[src/cdst_pkg.sv]
// Shared types and constants of the C declaration skip tracker.
package cdst_pkg;

	localparam int DEF_STACK_LEVELS = 4;
	localparam int DEF_COUNT_BITS   = 8;

	localparam int TOKEN_LEN_BITS  = 8;
	localparam int TOKEN_TEXT_BITS = 56;

	typedef enum logic [2:0] {
		MODE_INITIAL = 3'd0,
		MODE_TYPEDEF = 3'd1,
		MODE_STRUCT  = 3'd2,
		MODE_CURLY   = 3'd3,
		MODE_ROUND   = 3'd4,
		MODE_DECLARE = 3'd5
	} mode_t;

	typedef enum logic [1:0] {
		ERR_NONE     = 2'd0,
		ERR_TOKEN    = 2'd1,
		ERR_OVERFLOW = 2'd2
	} err_t;

	typedef enum logic [2:0] {
		OP_NONE = 3'd0,
		OP_SET  = 3'd1,
		OP_PUSH = 3'd2,
		OP_POP  = 3'd3,
		OP_INC  = 3'd4,
		OP_DEC  = 3'd5
	} op_t;

	// What the rule logic asks the stack to do with one token.
	typedef struct packed {
		op_t   op;
		mode_t mode;
		err_t  err;
	} action_t;

	// What the stack shows of its top level.
	typedef struct packed {
		mode_t mode;
		logic  count_zero;
		logic  full;
	} top_view_t;

endpackage

[src/cdst_rules.sv]
// Per-state token rules: decide the stack action and error for one token.
module cdst_rules
	import cdst_pkg::*;
(
	input  logic [TOKEN_LEN_BITS-1:0]  token_len,
	input  logic [TOKEN_TEXT_BITS-1:0] token_text,
	input  top_view_t                  view,
	output action_t                    act
);

	// First character sits in the lowest byte.
	localparam logic [55:0] KW_TYPEDEF = {"f", "e", "d", "e", "p", "y", "t"};
	localparam logic [47:0] KW_STRUCT  = {"t", "c", "u", "r", "t", "s"};

	logic [7:0] ch;
	logic       is_one;
	logic       is_typedef;
	logic       is_struct;
	logic       is_alnum;
	action_t    push_round;
	action_t    push_curly;
	action_t    close_act;

	assign ch         = token_text[7:0];
	assign is_one     = (token_len == 8'd1);
	assign is_typedef = (token_len == 8'd7) && (token_text == KW_TYPEDEF);
	assign is_struct  = (token_len == 8'd6) && (token_text[47:0] == KW_STRUCT);
	assign is_alnum   = ch inside {["0":"9"], ["a":"z"], ["A":"Z"]};

	// A push into a full stack is refused and leaves everything as it was.
	assign push_round = view.full
		? action_t'{op: OP_NONE, mode: MODE_INITIAL, err: ERR_OVERFLOW}
		: action_t'{op: OP_PUSH, mode: MODE_ROUND, err: ERR_NONE};
	assign push_curly = view.full
		? action_t'{op: OP_NONE, mode: MODE_INITIAL, err: ERR_OVERFLOW}
		: action_t'{op: OP_PUSH, mode: MODE_CURLY, err: ERR_NONE};
	assign close_act  = action_t'{op: (view.count_zero ? OP_POP : OP_DEC),
	                              mode: MODE_INITIAL, err: ERR_NONE};

	always_comb begin
		act = '{op: OP_NONE, mode: MODE_INITIAL, err: ERR_NONE};
		case (view.mode)
			MODE_INITIAL: begin
				if (is_typedef) begin
					act.op   = OP_SET;
					act.mode = MODE_TYPEDEF;
				end else if (is_one) begin
					act.err = ERR_TOKEN;
				end else begin
					act.op   = OP_SET;
					act.mode = MODE_DECLARE;
				end
			end
			MODE_TYPEDEF: begin
				if (is_struct) begin
					act.op   = OP_SET;
					act.mode = MODE_STRUCT;
				end else if (is_one) begin
					if (ch == ";") act.op = OP_POP;
					else if (ch == "(") act = push_round;
					else act.err = ERR_TOKEN;
				end
			end
			MODE_STRUCT: begin
				if (is_one) begin
					if (ch == ";") act.op = OP_POP;
					else if (ch == "{") act = push_curly;
					else act.err = ERR_TOKEN;
				end
			end
			MODE_DECLARE: begin
				if (is_one) begin
					if (ch == ";") act.op = OP_POP;
					else if (ch == "(") act = push_round;
					else act.err = ERR_TOKEN;
				end
			end
			MODE_CURLY: begin
				if (is_one && !is_alnum) begin
					if (ch == "{") act.op = OP_INC;
					else if (ch == "}") act = close_act;
					else if (!(ch inside {"(", ")", "*", ",", ";", "[", "]"}))
						act.err = ERR_TOKEN;
				end
			end
			MODE_ROUND: begin
				if (is_one) begin
					if (ch == "(") act.op = OP_INC;
					else if (ch == ")") act = close_act;
					else if (!(ch inside {"*", ",", ";"}))
						act.err = ERR_TOKEN;
				end
			end
			default: begin
				act.err = ERR_TOKEN;
			end
		endcase
	end

endmodule

[src/cdst_stack.sv]
// Nesting stack: per-level mode and bracket count, plus the depth pointer.
module cdst_stack
	import cdst_pkg::*;
#(
	parameter int STACK_LEVELS = DEF_STACK_LEVELS,
	parameter int COUNT_BITS   = DEF_COUNT_BITS
) (
	input  logic      clk,
	input  logic      arst_n,
	input  logic      apply,
	input  action_t   act,
	output top_view_t view
);

	localparam int DW = (STACK_LEVELS > 1) ? $clog2(STACK_LEVELS) : 1;

	mode_t                 mode_q  [STACK_LEVELS];
	logic [COUNT_BITS-1:0] count_q [STACK_LEVELS];
	logic [DW-1:0]         depth_q;
	logic [DW-1:0]         depth_up;
	logic [COUNT_BITS-1:0] top_count;

	assign depth_up  = depth_q + DW'(1);
	assign top_count = count_q[depth_q];

	assign view.mode       = mode_q[depth_q];
	assign view.count_zero = (top_count == '0);
	assign view.full       = (depth_q == DW'(STACK_LEVELS - 1));

	always_ff @(posedge clk or negedge arst_n) begin
		if (!arst_n) begin
			for (int i = 0; i < STACK_LEVELS; i++) begin
				mode_q[i]  <= MODE_INITIAL;
				count_q[i] <= '0;
			end
			depth_q <= '0;
		end else if (apply && act.err == ERR_NONE) begin
			case (act.op)
				OP_SET: begin
					mode_q[depth_q]  <= act.mode;
					count_q[depth_q] <= '0;
				end
				OP_PUSH: begin
					depth_q           <= depth_up;
					mode_q[depth_up]  <= act.mode;
					count_q[depth_up] <= '0;
				end
				OP_POP: begin
					// At the bottom a pop ends the statement; the count is kept.
					if (depth_q != '0) depth_q <= depth_q - DW'(1);
					else mode_q[0] <= MODE_INITIAL;
				end
				OP_INC: begin
					if (top_count != '1) count_q[depth_q] <= top_count + COUNT_BITS'(1);
				end
				OP_DEC: begin
					count_q[depth_q] <= top_count - COUNT_BITS'(1);
				end
				default: begin
				end
			endcase
		end
	end

endmodule

[src/c_declaration_skip_tracker.sv]
// Top level of the C declaration skip tracker.
//
// Each request on the slave stream carries one C token: s_tdata[7:0] is its
// length and s_tdata[63:8] its first seven bytes, first character lowest.
// For every token one result leaves on the master stream: m_tdata[0] is set
// when the statement has ended (top nesting level is initial), m_tdata[2:1]
// is the error code (none, unexpected token, nesting overflow).
//
// A token is held in an input register, judged against the top of the
// nesting stack, and its result is written to the output register together
// with the stack update. m_tvalid rises when the result is loaded from the
// input register into the output register; one token per cycle is sustained
// while the receiver takes every result, since each step reads and writes
// only the stack top.
//
// When the receiver stalls the result holds and the input register takes
// one more token; s_tready then drops until the result is taken. Reset
// empties both registers and returns every level to the initial state at
// depth zero. An erroneous token leaves the stack untouched.
module c_declaration_skip_tracker
	import cdst_pkg::*;
#(
	parameter int STACK_LEVELS = DEF_STACK_LEVELS,
	parameter int COUNT_BITS   = DEF_COUNT_BITS
) (
	input  logic        clk,
	input  logic        arst_n,
	input  logic        s_tvalid,
	output logic        s_tready,
	input  logic [63:0] s_tdata,  // token_len[7:0], token_text[63:8]
	output logic        m_tvalid,
	input  logic        m_tready,
	output logic [7:0]  m_tdata   // statement_done[0], error_code[2:1], zero[7:3]
);

	logic                       valid_s1;
	logic [TOKEN_LEN_BITS-1:0]  len_s1;
	logic [TOKEN_TEXT_BITS-1:0] text_s1;
	logic                       m_valid_q;
	err_t                       err_q;
	logic                       process;
	action_t                    act;
	top_view_t                  view;

	assign process  = valid_s1 && (!m_valid_q || m_tready);
	assign s_tready = !valid_s1 || process;

	always_ff @(posedge clk or negedge arst_n) begin
		if (!arst_n) begin
			valid_s1 <= 1'b0;
		end else if (s_tvalid && s_tready) begin
			valid_s1 <= 1'b1;
		end else if (process) begin
			valid_s1 <= 1'b0;
		end
	end

	always_ff @(posedge clk) begin
		if (s_tvalid && s_tready) begin
			len_s1  <= s_tdata[TOKEN_LEN_BITS-1:0];
			text_s1 <= s_tdata[TOKEN_LEN_BITS +: TOKEN_TEXT_BITS];
		end
	end

	cdst_rules u_rules (
		.token_len  (len_s1),
		.token_text (text_s1),
		.view       (view),
		.act        (act)
	);

	cdst_stack #(
		.STACK_LEVELS (STACK_LEVELS),
		.COUNT_BITS   (COUNT_BITS)
	) u_stack (
		.clk    (clk),
		.arst_n (arst_n),
		.apply  (process),
		.act    (act),
		.view   (view)
	);

	always_ff @(posedge clk or negedge arst_n) begin
		if (!arst_n) begin
			m_valid_q <= 1'b0;
			err_q     <= ERR_NONE;
		end else if (process) begin
			m_valid_q <= 1'b1;
			err_q     <= act.err;
		end else if (m_tready) begin
			m_valid_q <= 1'b0;
		end
	end

	// The stack changes only when a new result is loaded, so the top mode
	// seen now is the state left by the token whose result is on the port.
	assign m_tvalid = m_valid_q;
	assign m_tdata  = {5'b0, err_q, (view.mode == MODE_INITIAL)};

endmodule

[config.mk]
export PLATFORM = sky130hd
export DESIGN_NAME = c_declaration_skip_tracker
export DESIGN_NICKNAME = d
export VERILOG_FILES = /design/src/cdst_pkg.sv /design/src/cdst_rules.sv /design/src/cdst_stack.sv /design/src/c_declaration_skip_tracker.sv
export SDC_FILE = /design/constraint.sdc
export NUM_CORES = 1
export LEC_CHECK = 0
export BUFFER_PORTS_ARGS = -buffer_cell sky130_fd_sc_hd__buf_2
export CAP_MARGIN = 20
export CORE_UTILIZATION = 60
export CTS_BUF_LIST = sky130_fd_sc_hd__clkbuf_4 sky130_fd_sc_hd__clkbuf_8
export DETAILED_ROUTE_END_ITERATION = 16
export PLACE_DENSITY = 0.83
export SETUP_SLACK_MARGIN = 0.4
export SYNTH_ARGS = -nofsm -noshare
export SYNTH_HDL_FRONTEND = slang
export SYNTH_SLANG_ARGS = --single-unit
[constraint.sdc]
create_clock -name clk -period 4.2 [get_ports clk]
set_input_delay 1.05 -clock clk [delete_from_list [all_inputs] [get_ports clk]]
set_output_delay 1.05 -clock clk [all_outputs]
set_load 0.02 [all_outputs]
**After elaboration in Yosys (flattened, before gate mapping)**

Cells that the tools add are included.

- Order comparisons: 10
- Bitwise logic cells: 6
- Equality and inequality tests: 29
- Reduce and logical (&&, ||, !) cells: 33
- $add $sub $neg: 4
- Muxes and demuxes: 62

Operators with widths:

| operator | number |
|---|---|
| case mux 32 bit (4 select lines) | 1 |
| bitwise AND 32 bit | 2 |
| bitwise mux 32 bit | 2 |
| two-way mux 8 bit | 8 |
| inverter 32 bit | 2 |
| equality test 56 x 55 -> 1 bit (second input constant) | 1 |
| equality test 48 x 47 -> 1 bit (second input constant) | 1 |
| equality test 8 x 6 -> 1 bit (second input constant) | 5 |
| case mux 6 bit (6 select lines) | 1 |
| demux 8 bit (select 2 bit) | 2 |
| equality test 8 x 7 -> 1 bit (second input constant) | 4 |
| two-way mux 32 bit | 1 |
| two-way mux 3 bit | 10 |
| two-way mux 6 bit | 5 |
| bitwise mux 12 bit | 2 |
| two-way mux 5 bit | 4 |
| case mux 9 bit (2 select lines) | 1 |
| binary-select mux 8 bit (select 2 bit) | 1 |
| equality test 8 x 3 -> 1 bit (second input constant) | 2 |
| greater-or-equal comparator 8 x 7 -> 1 bit (second input constant) | 2 |
| <= comparator 8 x 7 -> 1 bit (second input constant) | 2 |
| two-way mux 7 bit | 2 |
| demux 3 bit (select 2 bit) | 2 |
| equality test 3 x 2 -> 1 bit (second input constant) | 4 |
| 35 further kinds | 77 |

- Input port bits: 68
- Logic and storage cells: 158
- Bits in registers: 114
- Output and inout port bits: 10

**Longest topological paths before layout**

Gate-level depths: netlist (run 1).

- Depth in word-level cells: 13
- Mapped depth: 11
- Gate-level depth less buffers: 10

**Hierarchy**

A second synthesis (run 1) with hierarchy kept.

- Cells, all modules: 415
- Area, all modules: 5516.5 µm²

Modules (own cells, without submodules):

| module | cells each | seq. area each (µm²) | area an instance (µm²) | instances |
|---|---|---|---|---|
| cdst_stack | 220 | 1151.1 | 2600.0 | 1 |
| c_declaration_skip_tracker | 84 | 2021.9 | 2154.6 | 1 |
| cdst_rules | 111 | 0.0 | 762.0 | 1 |

**Least setup slack after synthesis (run 1)**

No wires, ideal clock.

- Path kind: input to register
- Start: input port m_tready
- End: register len_s1[0], enable pin
- Data required time: 3771 ps
- Path slack: 913 ps
- Library setup time: 429 ps
- Stages on the path: 2
- Buffers on the path: 0
- Arrival time: 2859 ps
- Path through: nand3b_1 and2_1

- Longest elaborated chain between the ends: 4

Ends and longest elaborated chain:

| item | line | source |
|---|---|---|
| start: declaration | c_declaration_skip_tracker.sv:32 | `input logic m_tready,` |
| logical OR 1 bit | c_declaration_skip_tracker.sv:45 | `assign process = valid_s1 && (!m_valid_q \|\| m_tready);` |
| logical AND 1 bit | c_declaration_skip_tracker.sv:45 |  |
| logical OR 1 bit | c_declaration_skip_tracker.sv:46 | `assign s_tready = !valid_s1 \|\| process;` |
| logical AND 1 bit | c_declaration_skip_tracker.sv:59 | `if (s_tvalid && s_tready) begin` |
| end signal: assignment | c_declaration_skip_tracker.sv:60 | `len_s1 <= s_tdata[TOKEN_LEN_BITS-1:0];` |
| end: declaration | c_declaration_skip_tracker.sv:37 | `logic [TOKEN_LEN_BITS-1:0] len_s1;` |

No other way between the ends.
A chain may end at the register's enable or synchronous reset.

**Worst setup path in the final report (run 1)**

- Start: register u_stack.depth_q[0]
- End: register u_stack.count_q[7] (netlist name)

- Longest elaborated chain between the ends: 13
- Elaborated cells between the ends (all ways): 70
- Those cells by class: add/sub (3); order compare (4); eq/ne (12); mux (37); bitwise (6); reduce/logical (8)

Ends and longest elaborated chain:

| item | line | source |
|---|---|---|
| start: declaration | cdst_stack.sv:19 | `logic [DW-1:0] depth_q;` |
| start signal: assignment | cdst_stack.sv:44 | `depth_q <= depth_up;` |
| start signal: assignment | cdst_stack.sv:50 | `if (depth_q != '0) depth_q <= depth_q - DW'(1);` |
| inverter 2 -> 3 bit (implied by the code) | -- |  |
| binary-select mux 8 bit (select 2 bit) | cdst_stack.sv:24 | `assign top_count = count_q[depth_q];` |
| two-way mux 8 bit (implied by the code) (2 in series) | cdst_stack.sv:24 |  |
| logical NOT 8 bit | cdst_stack.sv:27 | `assign view.count_zero = (top_count == '0);` |
| two-way mux 3 bit | cdst_rules.sv:37 | `assign close_act = action_t'{op: (view.count_zero ? OP_POP : OP_DEC),` |
| two-way mux 6 bit, on equally long branches | cdst_rules.sv:89, cdst_rules.sv:81 |  |
| two-way mux 3 bit, on equally long branches | cdst_rules.sv:88, cdst_rules.sv:80 |  |
| two-way mux 8 bit, on equally long branches | cdst_rules.sv:87, cdst_rules.sv:79 |  |
| case mux 6 bit (6 select lines) | cdst_rules.sv:42 | `case (view.mode)` |
| equality test 3 bit, or another cell as far along | cdst_stack.sv:38 | `case (act.op)` |
| != test 2 x 1 -> 1 bit (no source line) or nonzero test 4 bit (tied branches) | -- |  |
| AND reduction 3 bit (no source line) | -- |  |
| end signal: indexed assignment | cdst_stack.sv:54 | `if (top_count != '1) count_q[depth_q] <= top_count + COUNT_BITS'(1);` |
| end signal: indexed assignment | cdst_stack.sv:57 | `count_q[depth_q] <= top_count - COUNT_BITS'(1);` |
| end: declaration | cdst_stack.sv:18 | `logic [COUNT_BITS-1:0] count_q [STACK_LEVELS];` |

Several ways; a longest one is shown, not always the timed one. The select of a mux whose other input is x is not followed.

==> impl_metrics.sql, run 1 <==
INSERT INTO impl_metrics (metric_group, metric, value, unit) VALUES
('clocking', 'clock_sinks', '114', ''),
('layout', 'num-nets-final', '617', ''),
('critical_path', 'critical-path-max-stage-delay', '710', 'ps'),
('synth', 'number_of_flops_mapped_to_enable_cells_by_yosys', '64', ''),
('clocking', 'ctsLongestPathBuffers', '2', ''),
('layout', 'total_non_filler_cell_area_in_the_finished_layout', '0.00672', 'mm²'),
('sta', 'finalCritPeriodShare', '0.873', ''),
('route', 'final_antenna_net_count', '0', ''),
('floorplanning', 'floorplan.rows', '35', ''),
('critical_path', 'timing.critical_path.arrival', '4040', 'ps'),
('place', 'place_congestion', '0.920', ''),
('sta', 'hold_viol_final', '0', ''),
('critical_path', 'critical_path_class', 'flop to flop', ''),
('power_and_ir_drop', 'power.share.combinational', '0.187', ''),
('synth', 'postSynthRegisterBits', '114', ''),
('critical_path', 'crit_chain', 'mux4_2 -> nor2b_1 -> nand4b_1 -> o21a_1 -> nand3_1 -> mux2i_1 -> xor2_1 -> a31o_2', ''),
('floorplanning', 'start_util', '0.624', ''),
('route', 'drt_pre_antenna_iters', '4', ''),
('place', 'dpl_worst_slack', '191', 'ps'),
('global_routing', 'grt_overflow', '0', ''),
('synth', 'syn_area_per_cell', '12.7', 'µm²'),
('synth', 'ys_dominant_reg_cell', 'edfxtp_1', ''),
('sta', 'min_period', '3670', 'ps'),
('clocking', 'holdBufCountCts', '0', ''),
('global_routing', 'grt_first_pass_wirelength', '21.1', 'mm'),
('route', 'wl_per_cell', '19.1', 'µm'),
('power_and_ir_drop', 'cellInternalPower', '1.93', 'mW'),
('sta', 'setup-tns-final', '0', 'ps'),
('critical_path', 'cpMaxStageDelayCell', 'mux4_2', ''),
('power_and_ir_drop', 'static-leakage-power', '2.74', 'nW'),
('route', 'via_count', '4362', ''),
('place', 'post_dp_cell_area', '0.00626', 'mm²'),
('floorplanning', 'dieArea', '0.0101', 'mm²'),
('sta', 'setup_viol', '0', ''),
('power_and_ir_drop', 'total_power', '2.80', 'mW'),
('global_routing', 'first_global_vias', '4347', ''),
('sta', 'max_freq', '273', 'MHz'),
('clocking', 'cts_made_buffers', '17', ''),
('clocking', 'cts-root-buf', 'clkbuf_8', ''),
('critical_path', 'maximum_fanout_along_the_worst_path', '15', ''),
('global_routing', 'grt_start_max_net_pins', '65', ''),
('route', 'post-route-drc-count', '0', ''),
('clocking', 'clock_tree_from_tritoncts', 'done', ''),
('min_path', 'hold_path.class', 'input pin to async pin', ''),
('critical_path', 'reg2reg_slack', '530', 'ps'),
('global_routing', 'grt_antenna_before_repair', '0', ''),
('route', 'drt-initial-drc-count', '220', ''),
('power_and_ir_drop', 'seq_power_share', '0.457', ''),
('power_and_ir_drop', 'switching_power_as_a_share_of_total_power', '0.312', ''),
('clocking', 'ctsHtreeMaxLevel', '4', ''),
('critical_path', 'r2r.worst_path.cells', '8', ''),
('floorplanning', 'die_y', '100', 'µm'),
('route', 'totalWireLength', '13.1', 'mm'),
('critical_path', 'regToRegStartpoint', 'u_stack.depth_q[0]$_DFFE_PN0P_', ''),
('floorplanning', 'die_w', '100', 'µm'),
('layout', 'drive_gt1_frac', '0.286', ''),
('run', 'timing.max_cap.violations', '0', ''),
('run_status', 'outcome', 'completed', ''),
('power_and_ir_drop', 'powerDensity', '416', 'mW/mm²'),
('place', 'port_buffers', '72', ''),
('layout', 'filler_cell_count', '656', ''),
('critical_path', 'cp_num_buf_inv', '0', ''),
('floorplanning', 'io_pins', '78', ''),
('critical_path', 'startpoint_type', 'flop', ''),
('critical_path', 'critPathTopFamily', 'multiplexers', ''),
('clocking', 'worst_skew_pair.late_latency', '440', 'ps'),
('synth', 'synth.lib_cells_used.distinct', '76', ''),
('power_and_ir_drop', 'worst_ir_drop_vdd', '0.309', 'mV'),
('global_routing', 'groute.usage.overall', '0.280', ''),
('layout', 'final_core_utilization', '0.723', ''),
('synth', 'seq_area_frac_synth', '0.547', '');
-- cell families (layout without fill, tap and decap cells) --
kind of cell	after synthesis	in the layout	share of synthesized area
simple gates	164	164	0.184
flops	114	114	0.547
buf+inv	41	134	0.0320
compound gates	100	100	0.139
other cells	1	5	0.000647
fa+ha+maj	7	7	0.0151
mux	24	24	0.0717
xor+xnor	7	7	0.0106
-- how the worst max path moves through the flow --
stage	startpoint	to	depth (start not counted)
finish	u_stack.depth_q[0]$_DFFE_PN0P_	u_stack.count_q[7]$_DFFE_PN0P_	8
global route	u_stack.depth_q[0]$_DFFE_PN0P_	u_stack.count_q[15]$_DFFE_PN0P_	8
CTS	u_stack.depth_q[0]$_DFFE_PN0P_	u_stack.count_q[6]$_DFFE_PN0P_	9
detailed placement	u_stack.depth_q[0]$_DFFE_PN0P_	u_stack.count_q[5]$_DFFE_PN0P_	8
global placement	u_stack.depth_q[0]$_DFFE_PN0P_	u_stack.count_q[6]$_DFFE_PN0P_	8
floorplan	m_tready	len_s1[0]$_DFFE_PP_	2
-- per-stage QoR --
stage	hold slack [ps]	instances
final	492	684
after global routing	495	684
after CTS	503	683
after detailed placement	484	647
after global placement	456	647
after floorplan	457	462
-- sequential cells by signal, indices dropped and copies added, names as in the netlist --
register / count
text_s1: 56
u_stack.count_q: 32
u_stack.mode_q: 12
len_s1: 8
err_q: 2
u_stack.depth_q: 2
m_tvalid: 1
valid_s1: 1
-- worst register-to-register path, stage by stage, from the launching register on --
cell and delay, ps:
dfrtp_2 610, mux4_2 710, nor2b_1 350, nand4b_1 280, o21a_1 340, nand3_1 350, mux2i_1 270, xor2_1 470
a31o_2 230
-- power by group through the flow --
stage	logic (mW)	registers (mW)	clock network, mW
after global placement	0.456	1.30	0
after detailed placement	0.462	1.30	0
after CTS	0.499	1.28	1.01
after global routing	0.558	1.28	1.06
after floorplan	0.342	1.29	0
final	0.522	1.28	0.997
-- what timing repair did --
action | in CTS | in global routing
pin swaps | 1 | 0
resized for setup | 1 | 4
buffers inserted | 4 | 0
cloned | 0 | 0
setup endpoints to repair | 29 | 8
-- layout make-up --
class | count | area (µm²) | share of cell area
Clock inverter | 15 | 150 | 0.0224
Tap cell | 129 | 161 | 0.0240
Inverter | 21 | 78.8 | 0.0117
Sequential cell | 114 | 3170 | 0.473
Timing Repair Buffer | 81 | 440 | 0.0656
Clock buffer | 17 | 234 | 0.0348
Multi-Input combinational cell | 307 | 2480 | 0.369
-- Yosys cell counts, drive strengths merged, types with 4 or more instances --
cell	count	area [µm²]
nor4bb	8	80.1
nand4	6	37.5
nand2b	8	50.1
nand4b	9	78.8
a211oi	6	55.1
or2	4	25.0
edfxtp	64	1920
nor4	11	83.8
nand3	19	105
buf	10	68.8
nor2b	4	25.0
clkbuf	10	37.5
mux2	9	101
and2	4	25.0
mux4	11	274
or4	9	67.6
and4	6	53.8
nor4b	4	35.0
ha	7	87.6
a31oi	11	75.1
nand2	26	97.6
and3	4	25.0
mux2i	4	40.0
a31o	9	78.8
o21ai	8	40.0
dfrtp	50	1250
a21oi	10	65.1
xnor2	5	43.8
a22o	25	219
nor2	18	67.6
inv	21	78.8
nor3	9	61.3
or3	5	41.3
-- cells in the final DEF, fill, tap and decap left out, types with 10 or more instances in the layout --
master	synthesis	layout
dfrtp_1	50	49
clkbuf_8	0	17
nand3_1	17	17
nor2_1	18	18
inv_1	21	21
buf_2	4	72
a31oi_1	10	10
nand2_1	26	26
edfxtp_1	64	64
a22o_1	25	25
-- per-layer routing --
| layer | track usage | share of wire | up-vias |
|---|---|---|---|
| met5 | 0 | 0 | - |
| met4 | 0.132 | 0.021 | 0 |
| met3 | 0.0689 | 0.077 | 30 |
| met2 | 0.432 | 0.47 | 236 |
| met1 | 0.376 | 0.43 | 2103 |
| li1 | - | - | 1993 |
Power figures use the tool's default switching activity.
==> inputs of run 2 (changes only) <==
--- a/config.mk
+++ b/config.mk
@@ -7,6 +7,7 @@
 export LEC_CHECK = 0
 export BUFFER_PORTS_ARGS = -buffer_cell sky130_fd_sc_hd__buf_2
 export CAP_MARGIN = 20
+export CORE_ASPECT_RATIO = 0.7
 export CORE_UTILIZATION = 60
 export CTS_BUF_LIST = sky130_fd_sc_hd__clkbuf_4 sky130_fd_sc_hd__clkbuf_8
 export DETAILED_ROUTE_END_ITERATION = 16
==> impl_metrics.sql, run 2 (same netlist as run 1, synthesis figures left out) <==
INSERT INTO impl_metrics (metric_group, metric, value, unit) VALUES
('floorplanning', 'io_pins', '78', ''),
('place', 'post_dp_cell_area', '0.00629', 'mm²'),
('critical_path', 'critical_path_class', 'flop to flop', ''),
('critical_path', 'required', '4520', 'ps'),
('floorplanning', 'die_w', '119', 'µm'),
('clocking', 'holdBufCountCts', '0', ''),
('sta', 'max_freq', '277', 'MHz'),
('critical_path', 'timing.critical_path.arrival', '3920', 'ps'),
('route', 'wl_per_cell', '21.6', 'µm'),
('layout', 'largest_register', 'text_s1', ''),
('route', 'total_met3_wirelength_after_detailed_routing', '1.78', 'mm'),
('floorplanning', 'dieArea', '0.0101', 'mm²'),
('place', 'dp_hpwl', '10.2', 'mm'),
('route', 'drt-initial-drc-count', '589', ''),
('layout', 'drive_gt1_frac', '0.307', ''),
('global_routing', 'first_global_vias', '4434', ''),
('route', 'route.detailed.vias_per_inst', '6.73', ''),
('clocking', 'clk_transition_reported_paths', '80', 'ps'),
('global_routing', 'grt_first_pass_wirelength', '23.6', 'mm'),
('sta', 'fin_skew', '13.7', 'ps'),
('layout', 'largest_reg_flops', '56', ''),
('global_routing', 'grt_overflow', '0', ''),
('floorplanning', 'die_y', '84.2', 'µm'),
('layout', 'reg_top3', 'text_s1 x56, u_stack.count_q x32, u_stack.mode_q x12', ''),
('route', 'post-route-drc-count', '0', ''),
('sta', 'setup_viol', '0', ''),
('critical_path', 'end_kind', 'flop', ''),
('floorplanning', 'start_util', '0.629', ''),
('clocking', 'cts-root-buf', 'clkbuf_8', ''),
('power_and_ir_drop', 'powerDensity', '429', 'mW/mm²'),
('sta', 'finalMaxSlewViolations', '0', ''),
('clocking', 'worst_skew_pair.late_latency', '440', 'ps'),
('route', 'final_antenna_net_count', '0', ''),
('place', 'place_congestion', '0.950', ''),
('floorplanning', 'core_region_area', '0.00922', 'mm²'),
('layout', 'seqCellArea', '0.00318', 'mm²'),
('layout', 'filler_cell_count', '619', ''),
('critical_path', 'startpoint_type', 'flop', ''),
('route', 'total_length_of_routed_met2_wires', '6.45', 'mm'),
('sta', 'hold_viol_final', '0', ''),
('layout', 'mostFrequentLayoutCells', '72 x buf_2, 64 x edfxtp_1, 48 x dfrtp_1', ''),
('route', 'drt_pre_antenna_iters', '7', ''),
('power_and_ir_drop', 'worst_ir_drop_vdd', '0.324', 'mV'),
('layout', 'multi_input_gate_area_in_the_final_layout', '0.00253', 'mm²'),
('run_status', 'outcome', 'completed', ''),
('sta', 'worstMarginPinSlew', '848', 'ps'),
('power_and_ir_drop', 'static-leakage-power', '2.77', 'nW'),
('floorplanning', 'floorplan.rows', '29', ''),
('global_routing', 'grt_antenna_before_repair', '0', ''),
('clocking', 'cts_made_buffers', '17', ''),
('layout', 'num-nets-final', '622', ''),
('sta', 'max_slew_margin', '0.434', ''),
('clocking', 'clock_sinks', '114', ''),
('layout', 'total_non_filler_cell_area_in_the_finished_layout', '0.00682', 'mm²'),
('global_routing', 'grt_start_max_net_pins', '38', ''),
('sta', 'finalCritPeriodShare', '0.859', ''),
('route', 'route.top_layer_used', 'met4', ''),
('layout', 'n_antenna_cell', '0', ''),
('layout', 'most_common_cell_after_layout_fill_and_taps_aside', 'buf_2', ''),
('layout', 'layout.cells.non_filler', '684', ''),
('sta', 'grt_setup_unrepaired', 'no', ''),
('sta', 'setup-tns-final', '0', 'ps'),
('sta', 'min_period', '3610', 'ps'),
('route', 'via_count', '4603', ''),
('route', 'totalWireLength', '14.7', 'mm'),
('min_path', 'hold_path.class', 'flop to flop', ''),
('place', 'port_buffers', '72', ''),
('global_routing', 'groute.usage.overall', '0.314', ''),
('clocking', 'ctsHtreeMaxLevel', '4', ''),
('route', 'met1_length', '6.28', 'mm'),
('place', 'placed_cells', '647', ''),
('clocking', 'clock_tree_from_tritoncts', 'done', ''),
('clocking', 'ctsLongestPathBuffers', '2', ''),
('layout', 'syn2layout_area_growth', '17.7', '%'),
('critical_path', 'maximum_fanout_along_the_worst_path', '13', ''),
('run', 'timing.max_cap.violations', '0', '');
run 2: per-stage QoR:
step                      power, mW  hold WS, ps  utilization  setup slack (ps)
final                          2.92          501        0.740               593
after CTS                      2.89          499        0.732               404
after global placement         1.76          464        0.682               248
after global routing           3.03          503        0.740               466
after floorplan                1.63          457            -               913
after detailed placement       1.78          478        0.682               156
run 2: where the power goes:
part           internal [mW]  total, mW  leakage (nW)  switching (mW)
clock                  0.590       1.08         0.203           0.488
combinational          0.201      0.564          1.32           0.363
sequential              1.25       1.28          1.25          0.0359
run 2: path summary, 6_finish.rpt:
check	from	endpoint	slack [ps]	depth (start not counted)
worst max-delay path	u_stack.depth_q[0]$_DFFE_PN0P_	u_stack.count_q[8]$_DFFE_PN0P_	590	9
worst min-delay path	u_stack.count_q[22]$_DFFE_PN0P_	u_stack.count_q[22]$_DFFE_PN0P_	500	1
worst max register to register	u_stack.depth_q[0]$_DFFE_PN0P_	u_stack.count_q[8]$_DFFE_PN0P_	590	9
worst min register to register	u_stack.count_q[22]$_DFFE_PN0P_	u_stack.count_q[22]$_DFFE_PN0P_	500	1
max in group asynchronous	arst_n	u_stack.depth_q[0]$_DFFE_PN0P_	2740	2
min in group asynchronous	arst_n	u_stack.count_q[30]$_DFFE_PN0P_	700	1
run 2: worst max-delay path, stage by stage (launching register included):
cell      delay [ps]
dfrtp_4          570
mux4_2           640
buf_4            210
nor2b_2          240
nand4b_1         210
o21a_1           350
and4_2           330
a211oi_4         430
nand3_2          230
a22o_1           290
run 2: timing repair:
item | in CTS | in global routing
gates resized for setup | 3 | 16
buffers inserted | 4 | 1
endpoints found under the setup margin | 42 | 42
pin swaps | 1 | 0
run 2: final cells by class:
cell class                      count  area share
Sequential cell                   114       0.466
Tap cell                          124      0.0228
Multi-Input combinational cell    307       0.371
Inverter                           21      0.0116
Clock inverter                     15      0.0264
Timing Repair Buffer               86      0.0683
Clock buffer                       17      0.0343
run 2: routing by layer:
layer	global-route usage	up-vias
li1	-	1996
met1	0.464	2266
met2	0.434	312
met3	0.111	29
met4	0.100	0
met5	0	-
